### src/rtl/core/lslf_pkg.sv
// shared types and constants for the least squares line fit
package lslf_pkg;

   localparam int X_W      = 16;
   localparam int RES_W    = 48;
   localparam int STATUS_W = 2;
   localparam int TERM_W   = 3;

   localparam logic [STATUS_W-1:0] STATUS_OK       = 2'd0;
   localparam logic [STATUS_W-1:0] STATUS_FLAT     = 2'd1;
   localparam logic [STATUS_W-1:0] STATUS_OVERFLOW = 2'd2;

   // product terms of the closing fit, odd terms are subtracted
   localparam logic [TERM_W-1:0] TERM_N_SXX  = 3'd0;
   localparam logic [TERM_W-1:0] TERM_SX_SX  = 3'd1;
   localparam logic [TERM_W-1:0] TERM_N_SXY  = 3'd2;
   localparam logic [TERM_W-1:0] TERM_SX_SY  = 3'd3;
   localparam logic [TERM_W-1:0] TERM_SXX_SY = 3'd4;
   localparam logic [TERM_W-1:0] TERM_SX_SXY = 3'd5;

   typedef struct packed {
      logic                take;
      logic                mul_load;
      logic [TERM_W-1:0]   term;
      logic                mul_step;
      logic                den_save;
      logic                div_load;
      logic                div_step;
      logic                slope_save;
      logic                icpt_save;
      logic                emit;
      logic [STATUS_W-1:0] emit_status;
   } dp_cmd_type;

   typedef struct packed {
      logic last_seen;
      logic overflowed;
      logic mul_done;
      logic den_bad;
      logic div_done;
      logic rsp_busy;
   } dp_status_type;

endpackage

### src/rtl/core/least_squares_line_fit.sv
// least squares line fit: point accumulation and closing slope and intercept division
// points are taken one per cycle unless stalled; a point is registered, then summed
// on the last point the input stalls while a bit-serial multiply-accumulate forms six
// products and a restoring divider runs two quotients; how long this runs is set by the
// bit lengths of the count and sums and by the divider length
// synchronous reset clears all sums, the counter, the overflow flag and the result beat
module least_squares_line_fit #(
   parameter int MAX_POINTS    = 4096,
   parameter int FRACTION_BITS = 16
) (
   input  logic                              clock,
   input  logic                              reset,
   input  logic                              req_valid,
   output logic                              req_stall,
   input  logic signed [lslf_pkg::X_W-1:0]   req_x_value,
   input  logic signed [lslf_pkg::X_W-1:0]   req_y_value,
   input  logic                              req_last_point,
   output logic                              rsp_valid,
   input  logic                              rsp_stall,
   output logic signed [lslf_pkg::RES_W-1:0] rsp_slope_q16,
   output logic signed [lslf_pkg::RES_W-1:0] rsp_intercept_q16,
   output logic [lslf_pkg::STATUS_W-1:0]     rsp_fit_status
);
   import lslf_pkg::*;

   dp_cmd_type    cmd;
   dp_status_type status;

   lslf_ctrl u_ctrl (
      .clock     (clock),
      .reset     (reset),
      .req_valid (req_valid),
      .req_stall (req_stall),
      .status    (status),
      .cmd       (cmd)
   );

   lslf_datapath #(
      .MAX_POINTS    (MAX_POINTS),
      .FRACTION_BITS (FRACTION_BITS)
   ) u_datapath (
      .clock             (clock),
      .reset             (reset),
      .cmd               (cmd),
      .status            (status),
      .req_x_value       (req_x_value),
      .req_y_value       (req_y_value),
      .req_last_point    (req_last_point),
      .rsp_valid         (rsp_valid),
      .rsp_stall         (rsp_stall),
      .rsp_slope_q16     (rsp_slope_q16),
      .rsp_intercept_q16 (rsp_intercept_q16),
      .rsp_fit_status    (rsp_fit_status)
   );

endmodule

### src/rtl/core/lslf_datapath.sv
// accumulators, bit-serial multiply-accumulate, restoring divider and result registers
module lslf_datapath #(
   parameter int MAX_POINTS    = 4096,
   parameter int FRACTION_BITS = 16
) (
   input  logic                                  clock,
   input  logic                                  reset,
   input  lslf_pkg::dp_cmd_type                  cmd,
   output lslf_pkg::dp_status_type               status,
   input  logic signed [lslf_pkg::X_W-1:0]       req_x_value,
   input  logic signed [lslf_pkg::X_W-1:0]       req_y_value,
   input  logic                                  req_last_point,
   output logic                                  rsp_valid,
   input  logic                                  rsp_stall,
   output logic signed [lslf_pkg::RES_W-1:0]     rsp_slope_q16,
   output logic signed [lslf_pkg::RES_W-1:0]     rsp_intercept_q16,
   output logic [lslf_pkg::STATUS_W-1:0]         rsp_fit_status
);
   import lslf_pkg::*;

   localparam int CNT_W  = $clog2(MAX_POINTS + 1);
   localparam int SX_W   = X_W + CNT_W;
   localparam int SXX_W  = 2 * X_W - 2 + CNT_W;
   localparam int SXY_W  = SXX_W + 1;
   localparam int MAG_W  = SXX_W;
   localparam int DEN_W  = 2 * MAG_W;
   localparam int ACC_W  = DEN_W + 2;
   localparam int DIV_N  = ACC_W - 1 + FRACTION_BITS;
   localparam int DCNT_W = $clog2(DIV_N + 1);
   localparam logic [RES_W:0] QLIM = (RES_W + 1)'(1) << (RES_W - 1);

   // product stage
   logic                        p_valid_ff, p_valid_in;
   logic                        p_last_ff;
   logic signed [X_W-1:0]       p_x_ff, p_y_ff;
   logic [2*X_W-2:0]            p_xx_ff;
   logic signed [2*X_W-1:0]     p_xy_ff;
   logic signed [2*X_W-1:0]     prod_xx, prod_xy;

   // accumulators
   logic [CNT_W-1:0]            cnt_ff, cnt_in;
   logic signed [SX_W-1:0]      sx_ff, sx_in, sy_ff, sy_in;
   logic [SXX_W-1:0]            sxx_ff, sxx_in;
   logic signed [SXY_W-1:0]     sxy_ff, sxy_in;
   logic                        ovf_ff, ovf_in;

   // multiplier
   logic signed [MAG_W:0]       opa_s, opb_s, opa_abs, opb_abs;
   logic [DEN_W-1:0]            a_sh_ff, a_sh_in;
   logic [MAG_W-1:0]            b_sh_ff, b_sh_in;
   logic                        mneg_ff, mneg_in;
   logic signed [ACC_W-1:0]     acc_ff, acc_in, addend, acc_abs;

   // divider
   logic [DEN_W-1:0]            den_ff, den_in;
   logic [DIV_N-1:0]            m_ff, m_in;
   logic [DEN_W-1:0]            r_ff, r_in;
   logic [DEN_W:0]              r_shift, r_diff;
   logic                        r_ge;
   logic [RES_W:0]              q_ff, q_in, q_clip;
   logic                        qsat_ff, qsat_in;
   logic                        dneg_ff, dneg_in;
   logic [DCNT_W-1:0]           dcnt_ff, dcnt_in;
   logic signed [RES_W-1:0]     quot;

   // results
   logic signed [RES_W-1:0]     slope_ff, slope_in, icpt_ff, icpt_in;
   logic                        rsp_valid_ff, rsp_valid_in;
   logic signed [RES_W-1:0]     rsp_slope_ff, rsp_slope_in, rsp_icpt_ff, rsp_icpt_in;
   logic [STATUS_W-1:0]         rsp_status_ff, rsp_status_in;

   assign prod_xx = req_x_value * req_x_value;
   assign prod_xy = req_x_value * req_y_value;
   assign p_valid_in = cmd.take;

   always_comb begin
      cnt_in = cnt_ff;
      sx_in  = sx_ff;
      sy_in  = sy_ff;
      sxx_in = sxx_ff;
      sxy_in = sxy_ff;
      ovf_in = ovf_ff;
      if (cmd.emit) begin
         cnt_in = '0;
         sx_in  = '0;
         sy_in  = '0;
         sxx_in = '0;
         sxy_in = '0;
         ovf_in = 1'b0;
      end else if (p_valid_ff) begin
         if (cnt_ff < CNT_W'(MAX_POINTS)) begin
            cnt_in = cnt_ff + CNT_W'(1);
            sx_in  = sx_ff + SX_W'(p_x_ff);
            sy_in  = sy_ff + SX_W'(p_y_ff);
            sxx_in = sxx_ff + SXX_W'(p_xx_ff);
            sxy_in = sxy_ff + SXY_W'(p_xy_ff);
         end else begin
            ovf_in = 1'b1;
         end
      end
   end

   // operand b is the one stepped through bit by bit
   always_comb begin
      unique case (cmd.term)
         TERM_N_SXX: begin
            opb_s = (MAG_W + 1)'(cnt_ff);
            opa_s = (MAG_W + 1)'(sxx_ff);
         end
         TERM_SX_SX: begin
            opb_s = (MAG_W + 1)'(sx_ff);
            opa_s = (MAG_W + 1)'(sx_ff);
         end
         TERM_N_SXY: begin
            opb_s = (MAG_W + 1)'(cnt_ff);
            opa_s = (MAG_W + 1)'(sxy_ff);
         end
         TERM_SX_SY: begin
            opb_s = (MAG_W + 1)'(sx_ff);
            opa_s = (MAG_W + 1)'(sy_ff);
         end
         TERM_SXX_SY: begin
            opb_s = (MAG_W + 1)'(sy_ff);
            opa_s = (MAG_W + 1)'(sxx_ff);
         end
         TERM_SX_SXY: begin
            opb_s = (MAG_W + 1)'(sx_ff);
            opa_s = (MAG_W + 1)'(sxy_ff);
         end
         default: begin
            opb_s = '0;
            opa_s = '0;
         end
      endcase
      opa_abs = opa_s[MAG_W] ? -opa_s : opa_s;
      opb_abs = opb_s[MAG_W] ? -opb_s : opb_s;
   end

   always_comb begin
      a_sh_in = a_sh_ff;
      b_sh_in = b_sh_ff;
      mneg_in = mneg_ff;
      acc_in  = acc_ff;
      addend  = signed'(ACC_W'(a_sh_ff));
      if (cmd.mul_load) begin
         a_sh_in = DEN_W'(opa_abs[MAG_W-1:0]);
         b_sh_in = opb_abs[MAG_W-1:0];
         mneg_in = opa_s[MAG_W] ^ opb_s[MAG_W] ^ cmd.term[0];
         if (!cmd.term[0]) begin
            acc_in = '0;
         end
      end else if (cmd.mul_step) begin
         a_sh_in = a_sh_ff << 1;
         b_sh_in = b_sh_ff >> 1;
         if (b_sh_ff[0]) begin
            acc_in = mneg_ff ? acc_ff - addend : acc_ff + addend;
         end
      end
   end

   assign acc_abs = acc_ff[ACC_W-1] ? -acc_ff : acc_ff;
   assign den_in  = cmd.den_save ? acc_ff[DEN_W-1:0] : den_ff;
   assign r_shift = {r_ff, m_ff[DIV_N-1]};
   assign r_diff  = r_shift - {1'b0, den_ff};
   assign r_ge    = r_shift >= {1'b0, den_ff};

   always_comb begin
      m_in    = m_ff;
      r_in    = r_ff;
      q_in    = q_ff;
      qsat_in = qsat_ff;
      dneg_in = dneg_ff;
      dcnt_in = dcnt_ff;
      if (cmd.div_load) begin
         m_in    = DIV_N'(acc_abs[ACC_W-2:0]) << FRACTION_BITS;
         r_in    = '0;
         q_in    = '0;
         qsat_in = 1'b0;
         dneg_in = acc_ff[ACC_W-1];
         dcnt_in = DCNT_W'(DIV_N);
      end else if (cmd.div_step) begin
         m_in    = m_ff << 1;
         r_in    = r_ge ? r_diff[DEN_W-1:0] : r_shift[DEN_W-1:0];
         q_in    = {q_ff[RES_W-1:0], r_ge};
         qsat_in = qsat_ff | q_ff[RES_W];
         dcnt_in = dcnt_ff - DCNT_W'(1);
      end
   end

   // saturate the magnitude, then apply the sign
   always_comb begin
      if (dneg_ff) begin
         q_clip = (qsat_ff || q_ff > QLIM) ? QLIM : q_ff;
         q_clip = -q_clip;
      end else begin
         q_clip = (qsat_ff || q_ff >= QLIM) ? QLIM - (RES_W + 1)'(1) : q_ff;
      end
      quot = signed'(q_clip[RES_W-1:0]);
   end

   assign slope_in = cmd.slope_save ? quot : slope_ff;
   assign icpt_in  = cmd.icpt_save ? quot : icpt_ff;

   always_comb begin
      rsp_valid_in  = rsp_valid_ff && rsp_stall;
      rsp_slope_in  = rsp_slope_ff;
      rsp_icpt_in   = rsp_icpt_ff;
      rsp_status_in = rsp_status_ff;
      if (cmd.emit) begin
         rsp_valid_in  = 1'b1;
         rsp_status_in = cmd.emit_status;
         if (cmd.emit_status == STATUS_OK) begin
            rsp_slope_in = slope_ff;
            rsp_icpt_in  = icpt_in;
         end else begin
            rsp_slope_in = '0;
            rsp_icpt_in  = '0;
         end
      end
   end

   always_ff @(posedge clock) begin
      if (reset) begin
         p_valid_ff   <= 1'b0;
         cnt_ff       <= '0;
         sx_ff        <= '0;
         sy_ff        <= '0;
         sxx_ff       <= '0;
         sxy_ff       <= '0;
         ovf_ff       <= 1'b0;
         b_sh_ff      <= '0;
         dcnt_ff      <= '0;
         rsp_valid_ff <= 1'b0;
      end else begin
         p_valid_ff   <= p_valid_in;
         cnt_ff       <= cnt_in;
         sx_ff        <= sx_in;
         sy_ff        <= sy_in;
         sxx_ff       <= sxx_in;
         sxy_ff       <= sxy_in;
         ovf_ff       <= ovf_in;
         b_sh_ff      <= b_sh_in;
         dcnt_ff      <= dcnt_in;
         rsp_valid_ff <= rsp_valid_in;
      end
   end

   always_ff @(posedge clock) begin
      if (cmd.take) begin
         p_last_ff <= req_last_point;
         p_x_ff    <= req_x_value;
         p_y_ff    <= req_y_value;
         p_xx_ff   <= prod_xx[2*X_W-2:0];
         p_xy_ff   <= prod_xy;
      end
      a_sh_ff       <= a_sh_in;
      mneg_ff       <= mneg_in;
      acc_ff        <= acc_in;
      den_ff        <= den_in;
      m_ff          <= m_in;
      r_ff          <= r_in;
      q_ff          <= q_in;
      qsat_ff       <= qsat_in;
      dneg_ff       <= dneg_in;
      slope_ff      <= slope_in;
      icpt_ff       <= icpt_in;
      rsp_slope_ff  <= rsp_slope_in;
      rsp_icpt_ff   <= rsp_icpt_in;
      rsp_status_ff <= rsp_status_in;
   end

   assign status.last_seen  = p_valid_ff && p_last_ff;
   assign status.overflowed = ovf_ff;
   assign status.mul_done   = b_sh_ff == '0;
   assign status.den_bad    = acc_ff[ACC_W-1] || acc_ff == '0;
   assign status.div_done   = dcnt_ff == '0;
   assign status.rsp_busy   = rsp_valid_ff && rsp_stall;

   assign rsp_valid         = rsp_valid_ff;
   assign rsp_slope_q16     = rsp_slope_ff;
   assign rsp_intercept_q16 = rsp_icpt_ff;
   assign rsp_fit_status    = rsp_status_ff;

endmodule

### src/rtl/core/lslf_ctrl.sv
// controller that sequences the products, divisions and the result beat
module lslf_ctrl (
   input  logic                    clock,
   input  logic                    reset,
   input  logic                    req_valid,
   output logic                    req_stall,
   input  lslf_pkg::dp_status_type status,
   output lslf_pkg::dp_cmd_type    cmd
);
   import lslf_pkg::*;

   localparam logic [2:0] ST_RUN  = 3'd0;
   localparam logic [2:0] ST_LOAD = 3'd1;
   localparam logic [2:0] ST_MUL  = 3'd2;
   localparam logic [2:0] ST_POST = 3'd3;
   localparam logic [2:0] ST_DIV  = 3'd4;
   localparam logic [2:0] ST_EMIT = 3'd5;

   logic [2:0]          state_ff, state_in;
   logic [TERM_W-1:0]   term_ff, term_in;
   logic [STATUS_W-1:0] fit_status_ff, fit_status_in;

   assign req_stall = (state_ff != ST_RUN) || status.last_seen;

   always_comb begin
      state_in      = state_ff;
      term_in       = term_ff;
      fit_status_in = fit_status_ff;
      cmd             = '0;
      cmd.term        = term_ff;
      cmd.emit_status = fit_status_ff;
      cmd.take        = req_valid && !req_stall;
      unique case (state_ff)
         ST_RUN: begin
            if (status.last_seen) begin
               term_in  = TERM_N_SXX;
               state_in = ST_LOAD;
            end
         end
         ST_LOAD: begin
            if (term_ff == TERM_N_SXX && status.overflowed) begin
               fit_status_in = STATUS_OVERFLOW;
               state_in      = ST_EMIT;
            end else begin
               cmd.mul_load = 1'b1;
               state_in     = ST_MUL;
            end
         end
         ST_MUL: begin
            if (status.mul_done) begin
               if (term_ff[0]) begin
                  state_in = ST_POST;
               end else begin
                  term_in  = term_ff + TERM_W'(1);
                  state_in = ST_LOAD;
               end
            end else begin
               cmd.mul_step = 1'b1;
            end
         end
         ST_POST: begin
            if (term_ff == TERM_SX_SX) begin
               if (status.den_bad) begin
                  fit_status_in = STATUS_FLAT;
                  state_in      = ST_EMIT;
               end else begin
                  cmd.den_save = 1'b1;
                  term_in      = term_ff + TERM_W'(1);
                  state_in     = ST_LOAD;
               end
            end else begin
               cmd.div_load = 1'b1;
               state_in     = ST_DIV;
            end
         end
         ST_DIV: begin
            if (status.div_done) begin
               if (term_ff == TERM_SX_SY) begin
                  cmd.slope_save = 1'b1;
                  term_in        = term_ff + TERM_W'(1);
                  state_in       = ST_LOAD;
               end else begin
                  cmd.icpt_save = 1'b1;
                  fit_status_in = STATUS_OK;
                  state_in      = ST_EMIT;
               end
            end else begin
               cmd.div_step = 1'b1;
            end
         end
         ST_EMIT: begin
            if (!status.rsp_busy) begin
               cmd.emit = 1'b1;
               state_in = ST_RUN;
            end
         end
         default: begin
            state_in = ST_RUN;
         end
      endcase
   end

   always_ff @(posedge clock) begin
      if (reset) begin
         state_ff      <= ST_RUN;
         term_ff       <= TERM_N_SXX;
         fit_status_ff <= STATUS_OK;
      end else begin
         state_ff      <= state_in;
         term_ff       <= term_in;
         fit_status_ff <= fit_status_in;
      end
   end

endmodule

### config.mk
export PLATFORM = sky130hd
export DESIGN_NAME = least_squares_line_fit
export DESIGN_NICKNAME = d
export VERILOG_FILES = /design/src/rtl/core/lslf_pkg.sv /design/src/rtl/core/least_squares_line_fit.sv /design/src/rtl/core/lslf_datapath.sv /design/src/rtl/core/lslf_ctrl.sv
export SDC_FILE = /design/constraint.sdc
export NUM_CORES = 2
export LEC_CHECK = 0
export CORE_UTILIZATION = 50
export DETAILED_ROUTE_END_ITERATION = 7
export DONT_BUFFER_PORTS = 1
export RECOVER_POWER = 50
export REMOVE_ABC_BUFFERS = 1
export SKIP_LAST_GASP = 1
export SYNTH_ARGS = -nofsm -noshare
export SYNTH_HDL_FRONTEND = slang
export SYNTH_HIERARCHICAL = 1
export SYNTH_SLANG_ARGS = --single-unit
### constraint.sdc
create_clock -name clock -period 10.25 [get_ports clock]
set_input_delay 1.025 -clock clock [delete_from_list [all_inputs] [get_ports clock]]
set_output_delay 1.025 -clock clock [all_outputs]
set_load 0.01 [all_outputs]
== After elaboration in Yosys (flattened, before gate mapping) ==
Cells that the tools add are included.
Cells by class
  reduce and logical (&&, ||, !) cells: 34
  muxes and demuxes: 63
  add/subtract/negate cells: 14
  equality and inequality tests: 22
  bitwise logic cells: 4
  order comparisons: 4
  multipliers: 2
Operators by type and width (number)
  $mux 88: 5
  $mux 43: 6
  $mux 103: 2
  $mux 48: 4
  $pmux 44 s4: 1
  $pmux 44 s3: 1
  $add 88x87->88: 1
  $logic_not 88->1: 1
  $sub 88x87->88: 1
  $ge 87x86->1: 1
  $mux 87: 1
  $neg 87->87: 1
  $mux 86: 1
  $neg 43->43: 2
  $sub 86x86->86: 1
  $add 29x16->29: 2
  $ge 49x48->1 const B: 1
  $gt 49x48->1 const B: 1
  $mux 3: 16
  $neg 48->48: 1
  $add 44x32->44: 1
  $add 43x31->43: 1
  $logic_not 43->1: 1
  $mul 16x16->32: 1
  36 further kinds: 89
Word-level totals
  input port bits: 37
  output and inout bits: 100
  logic and storage cells: 178
  flip-flop bits (word level): 994

== Logic depth before layout (Yosys ltp) ==
  depth after elaboration: 6
  gate-level depth with buffers: 28
  mapped depth without buffers: 27

== Hierarchy ==
Netlist, hierarchy kept.
By module, submodules not included
  lslf_datapath: cells an instance 8790, area an instance 78890.7 µm², times used 1, sequential area each 25164.1 µm²
  lslf_ctrl: cells an instance 89, area an instance 709.4 µm², times used 1, sequential area each 160.2 µm²

== Worst setup path after synthesis ==
Ideal clock, no wire load.
  path type: input port to flip-flop
  start: input port req_x_value[7] (netlist bit)
  end: register u_datapath.p_xy_ff[31], data pin
  data arrival time: 7.364 ns
  setup time: 0.260 ns
  stages: 26
  path buffers: 2
  setup slack: 2.627 ns
  required time: 9.990 ns
  cells stage by stage: clkbuf_1 > clkbuf_1 > nand2_1 > fa_1 > inv_1 > fa_1 > inv_1 > fa_1 > inv_1 > fa_1 > fa_1 > inv_1 > fa_1 > inv_1 > ha_1 > a21o_1 > a21o_1 > a21oi_1 > o21ai_0 > o41ai_1 > a21oi_1 > a41o_1 > o41a_1 > a21o_1 > a21oi_1 > xnor2_1
On the way
  word-level cells in the longest chain between the ends: 1
Ends and longest elaborated chain
  from (decl): line least_squares_line_fit.sv:15  | input logic signed [lslf_pkg::X_W-1:0] req_x_value,
  $mul 16x16->32: line lslf_datapath.sv:73  | assign prod_xy = req_x_value * req_y_value;
  named net u_datapath.prod_xy[31]: line lslf_datapath.sv:38  | logic signed [2*X_W-1:0] prod_xx, prod_xy;
  to (signal assigned): line lslf_datapath.sv:254  | p_xy_ff <= prod_xy;
  to (decl): line lslf_datapath.sv:37  | logic signed [2*X_W-1:0] p_xy_ff;
The timed path passes the listed nets, and every way through them passes these cells.
A chain may end at the register's enable or synchronous reset.

== Final worst setup path ==
  start: register u_ctrl.term_ff[1]
  end: register u_datapath.a_sh_ff[42], data pin
On the way
  word-level cells in the longest chain between the ends: 6
  elaborated cells between the ends (all ways): 15
  those cells by class: add/sub: 1; eq/ne: 5; mux: 5; reduce/logical: 4
Ends and longest elaborated chain
  from (decl): line lslf_ctrl.sv:20  | logic [TERM_W-1:0] term_ff, term_in;
  from (signal assigned): line lslf_ctrl.sv:110  | term_ff <= term_in;
  $eq 3x2->1 (tied with other cells): line lslf_datapath.sv:105  | unique case (cmd.term)
  $reduce_or 2->1 (no source line)
  $pmux 44 s4: line lslf_datapath.sv:105
  $neg 43->43: line lslf_datapath.sv:135  | opa_abs = opa_s[MAG_W] ? -opa_s : opa_s;
  $mux 43: line lslf_datapath.sv:135
  $mux 43 (*): line lslf_datapath.sv:145  | if (cmd.mul_load) begin
  named net u_datapath.a_sh_in[42]: line lslf_datapath.sv:49  | logic [DEN_W-1:0] a_sh_ff, a_sh_in;
  to (signal assigned): line lslf_datapath.sv:256  | a_sh_ff <= a_sh_in;
  to (decl): line lslf_datapath.sv:49
Mark *: on every way through the listed nets, which the timed path passes. The rest lies on a longest branch.

==> results.tsv <==
metric	value	unit
final critical-path share of the clock period	77.9	%
Crit path arrival time	8490	ps
post-layout power	32.4	mW
class of the tightest hold or removal check	in -> reg	
cells after synthesis	8879	
Sink Count	992	
buffer levels on the longest clock path	3	
floorplan die height	401	microns
starting density of the core	50.3	%
Synth Area in Compound Gates	15.9	%
portion of netlist area occupied by mux cells	3.54	%
kind of launch point of the worst setup path	register	
area occupied by multi-input gates	49100	sq um
worst setup path category	reg -> reg	
number of non-filler instances in the completed layout	10800	
share of post-route cells with drive strength above 1	4.33	%
root cell of the clock tree	clkbuf_16	
initial drt markers	4343	
status	finished, violations left	
Power per Cell Area	381	nW/um^2
maximum clock frequency	0.125	GHz
initial antenna violation count	3	
RSZ-0062 raised after global routing	false	
Max Cap Viol	14	
Overflow after GRT	0	
Final Worst Setup Slack	2260	ps
total half-perimeter wirelength after legalization and detailed placement	158000	microns
Routed Antenna Nets	0	
Top-Level Pins	137	
combinational family with the most area after synthesis	adder cells	
measured slew at the worst slew-check pin	3850	ps
Slew Viols, Final	814	
leakage	35.8	nW
Die X-Extent	401	microns
simple-gate portion of the synthesized area	15.8	%
global routing usage summed across all routing layers	25.8	%
Post-Place Setup Slack	2130	ps
final setup TNS	0	ps
Core Footprint	158000	sq um
Final setup viols	0	
share of flip-flops with an asynchronous set or reset after synthesis	0	%
via count of the first global-routing pass	60400	
number of remaining DRC errors	0	
number of buffers added to fix hold violations after cts	0	
dpl cell area	81000	sq um
EDFF count, synth	546	
global-route wire length before repair	334000	microns
clock transition time at the flip-flop clock pins of the worst setup and hold paths	60	ps
total die area	161000	sq um
number of distinct library cell variants in the gate-level netlist after synthesis	82	
register cell area after layout	25300	sq um
number of buffers created by CTS	111	
TritonCTS clock tree	yes	
DR vias/cell	5.74	
routability congestion estimate from global placement	0.938	
worst skew pair latency	770	ps
wire length per cell after detailed routing	19.6	microns
Max-slew headroom	-158	%
Post-CTS Setup Bufs	0	
number of gates resized after CTS	0	
Routed WL	211000	microns
number of cells in the design after placement	10600	
Yosys warning total	6	
nature of the critical path endpoint	register	
P&R area growth vs syn	6.75	%
NumNets Final	9608	
largest driver fanout on the critical path	50	
dominant synthesized flop cell	edfxtp_1	
min Tclk post-route	7990	ps
hold_ws	334	ps
Mapped Avg Cell Area	8.96	sq um
Final Hold Fails	0	
worst endpoint required time	10750	ps
Synth Register Bits	992	
H-tree levels	3	
fillers	14600	
largest net degree at the start of global routing	178	
post-route design area	85000	sq um
maximum vdd ir drop	603	uV
Setup Skew	47.7	ps
Seq/Total Area, Yosys	31.8	%
Util after Layout	53.7	%
violations in the final reports	capacitance limit, slew limit	
area share of xor/xnor cells in the synthesized design	6.33	%
synthesized-area fraction occupied by adder cells	20.1	%
1st-pass router iterations	8	
combined area of all synthesized cells	79600	sq um
detailed-route via count	61800	
IO Port Bufs	0	
row count	146	
==> final timing paths <==
path / from / to / slack, ps / cells past startpoint
hold reg to reg: u_datapath/icpt_ff[16] / u_datapath/icpt_ff[16] / 460 / 2
hold / removal: reset / u_datapath/b_sh_ff[3] / 330 / 1
setup reg to reg: u_ctrl/term_ff[1] / u_datapath/a_sh_ff[42] / 2260 / 16
setup / recovery: u_ctrl/term_ff[1] / u_datapath/a_sh_ff[42] / 2260 / 16
==> cells by family (layout without fill, tap and decap cells) <==
kind of cell,count (synthesis),in the layout
XOR/XNOR,575,575
multiplexers,271,271
adder cells (fa/ha/maj),978,978
buffers and inverters,1384,1197
AND/OR/NAND/NOR,2672,2672
AO/OA/AOI/OAI,2007,2007
other,0,2
flip-flops,992,992
==> where the power goes <==
part / switching (mW) / internal [mW]
Sequential: 1.02 / 6.15
Clock: 1.78 / 2.56
Combinational: 12.4 / 8.52
Total: 15.2 / 17.2
==> area by class of cell <==
cell class                 count  share of cell area (%)
clock buffer                 140                    3.59
inverter                     936                    4.14
sequential                   992                    29.8
antenna                        2                 0.00589
timing repair buffer          49                   0.443
tap                         2072                    3.05
clock inverter                72                    1.13
multi-input combinational   6503                    57.8
==> state kept, by name, indices dropped and copies added, names as in the netlist, 32 cells and up <==
register,cells
u_datapath/den_ff,86
u_datapath/rsp_slope_q16,48
u_datapath/q_ff,49
u_datapath/b_sh_ff,43
u_datapath/sxx_ff,43
u_datapath/m_ff,87
u_datapath/p_xy_ff,32
u_datapath/rsp_intercept_q16,48
u_datapath/a_sh_ff,86
u_datapath/sxy_ff,44
u_datapath/r_ff,86
u_datapath/icpt_ff,48
u_datapath/acc_ff,88
u_datapath/slope_ff,48
==> cell usage in the layout, fill, tap and decap left out, drive strengths merged, types with 24 or more instances in the layout <==
cell type	instances
inv	941
nor2	799
nand2	785
a21oi	740
edfxtp	546
fa	497
ha	481
dfxtp	446
xnor2	347
o21ai	329
and2	286
xor2	228
a21o	208
mux2i	187
a211oi	163
clkbuf	151
nand3	140
nor3	126
o21bai	94
or3	93
mux2	84
nor2b	82
nand4	81
o31ai	65
a31oi	59
nor4	56
and3	54
nand2b	48
o21a	47
clkinv	40
buf	38
o211ai	37
or2	37
a221o	36
or4	28
a22oi	24
==> synthesized netlist by cell type, types with 37 or more instances <==
library cell    n  area, sq um
inv_1         936         3510
nor2_1        799         3000
nand2_1       785         2950
a21oi_1       740         3700
edfxtp_1      546        16400
fa_1          497         9950
ha_1          481         6020
dfxtp_1       446         8930
clkbuf_1      411         1540
xnor2_1       347         3040
o21ai_0       325         1630
and2_1        285         1780
xor2_1        228         2000
a21o_1        208         1560
mux2i_1       187         1870
a211oi_1      163         1220
nand3_1       140          701
nor3_1        126          631
o21bai_1       94          706
or3_1          88          551
mux2_2         84          946
nor2b_1        82          513
nand4_1        81          507
o31ai_1        65          488
a31oi_1        59          369
nor4_1         56          350
and3_1         54          338
nand2b_1       48          300
o21a_1         47          353
o211ai_1       37          278
==> critical path, stage by stage (launching register included) <==
cell,delay [ps]
dfxtp_2,310
clkbuf_1,2190
and3b_1,370
or2_2,270
clkbuf_1,790
a222oi_1,720
ha_1,290
o211ai_1,140
nor4bb_1,460
and3_1,350
nor3b_1,540
nand3_1,200
nor3_1,270
and2_1,220
a31oi_1,110
xnor2_1,170
mux2_2,280
==> per-layer routing <==
layer / routed length [microns] / share of wire (%) / vias to the layer above / GRT usage, %
li1: - / - / 29900 / -
met3: 9080 / 4.3 / 339 / 2.74
met1: 93000 / 44 / 30000 / 33.9
met4: 7830 / 3.7 / 4 / 9.83
met2: 101000 / 48 / 1524 / 43.8
met5: 23 / 0.011 / - / 0
Note: power is estimated with default switching activity, not from simulation.
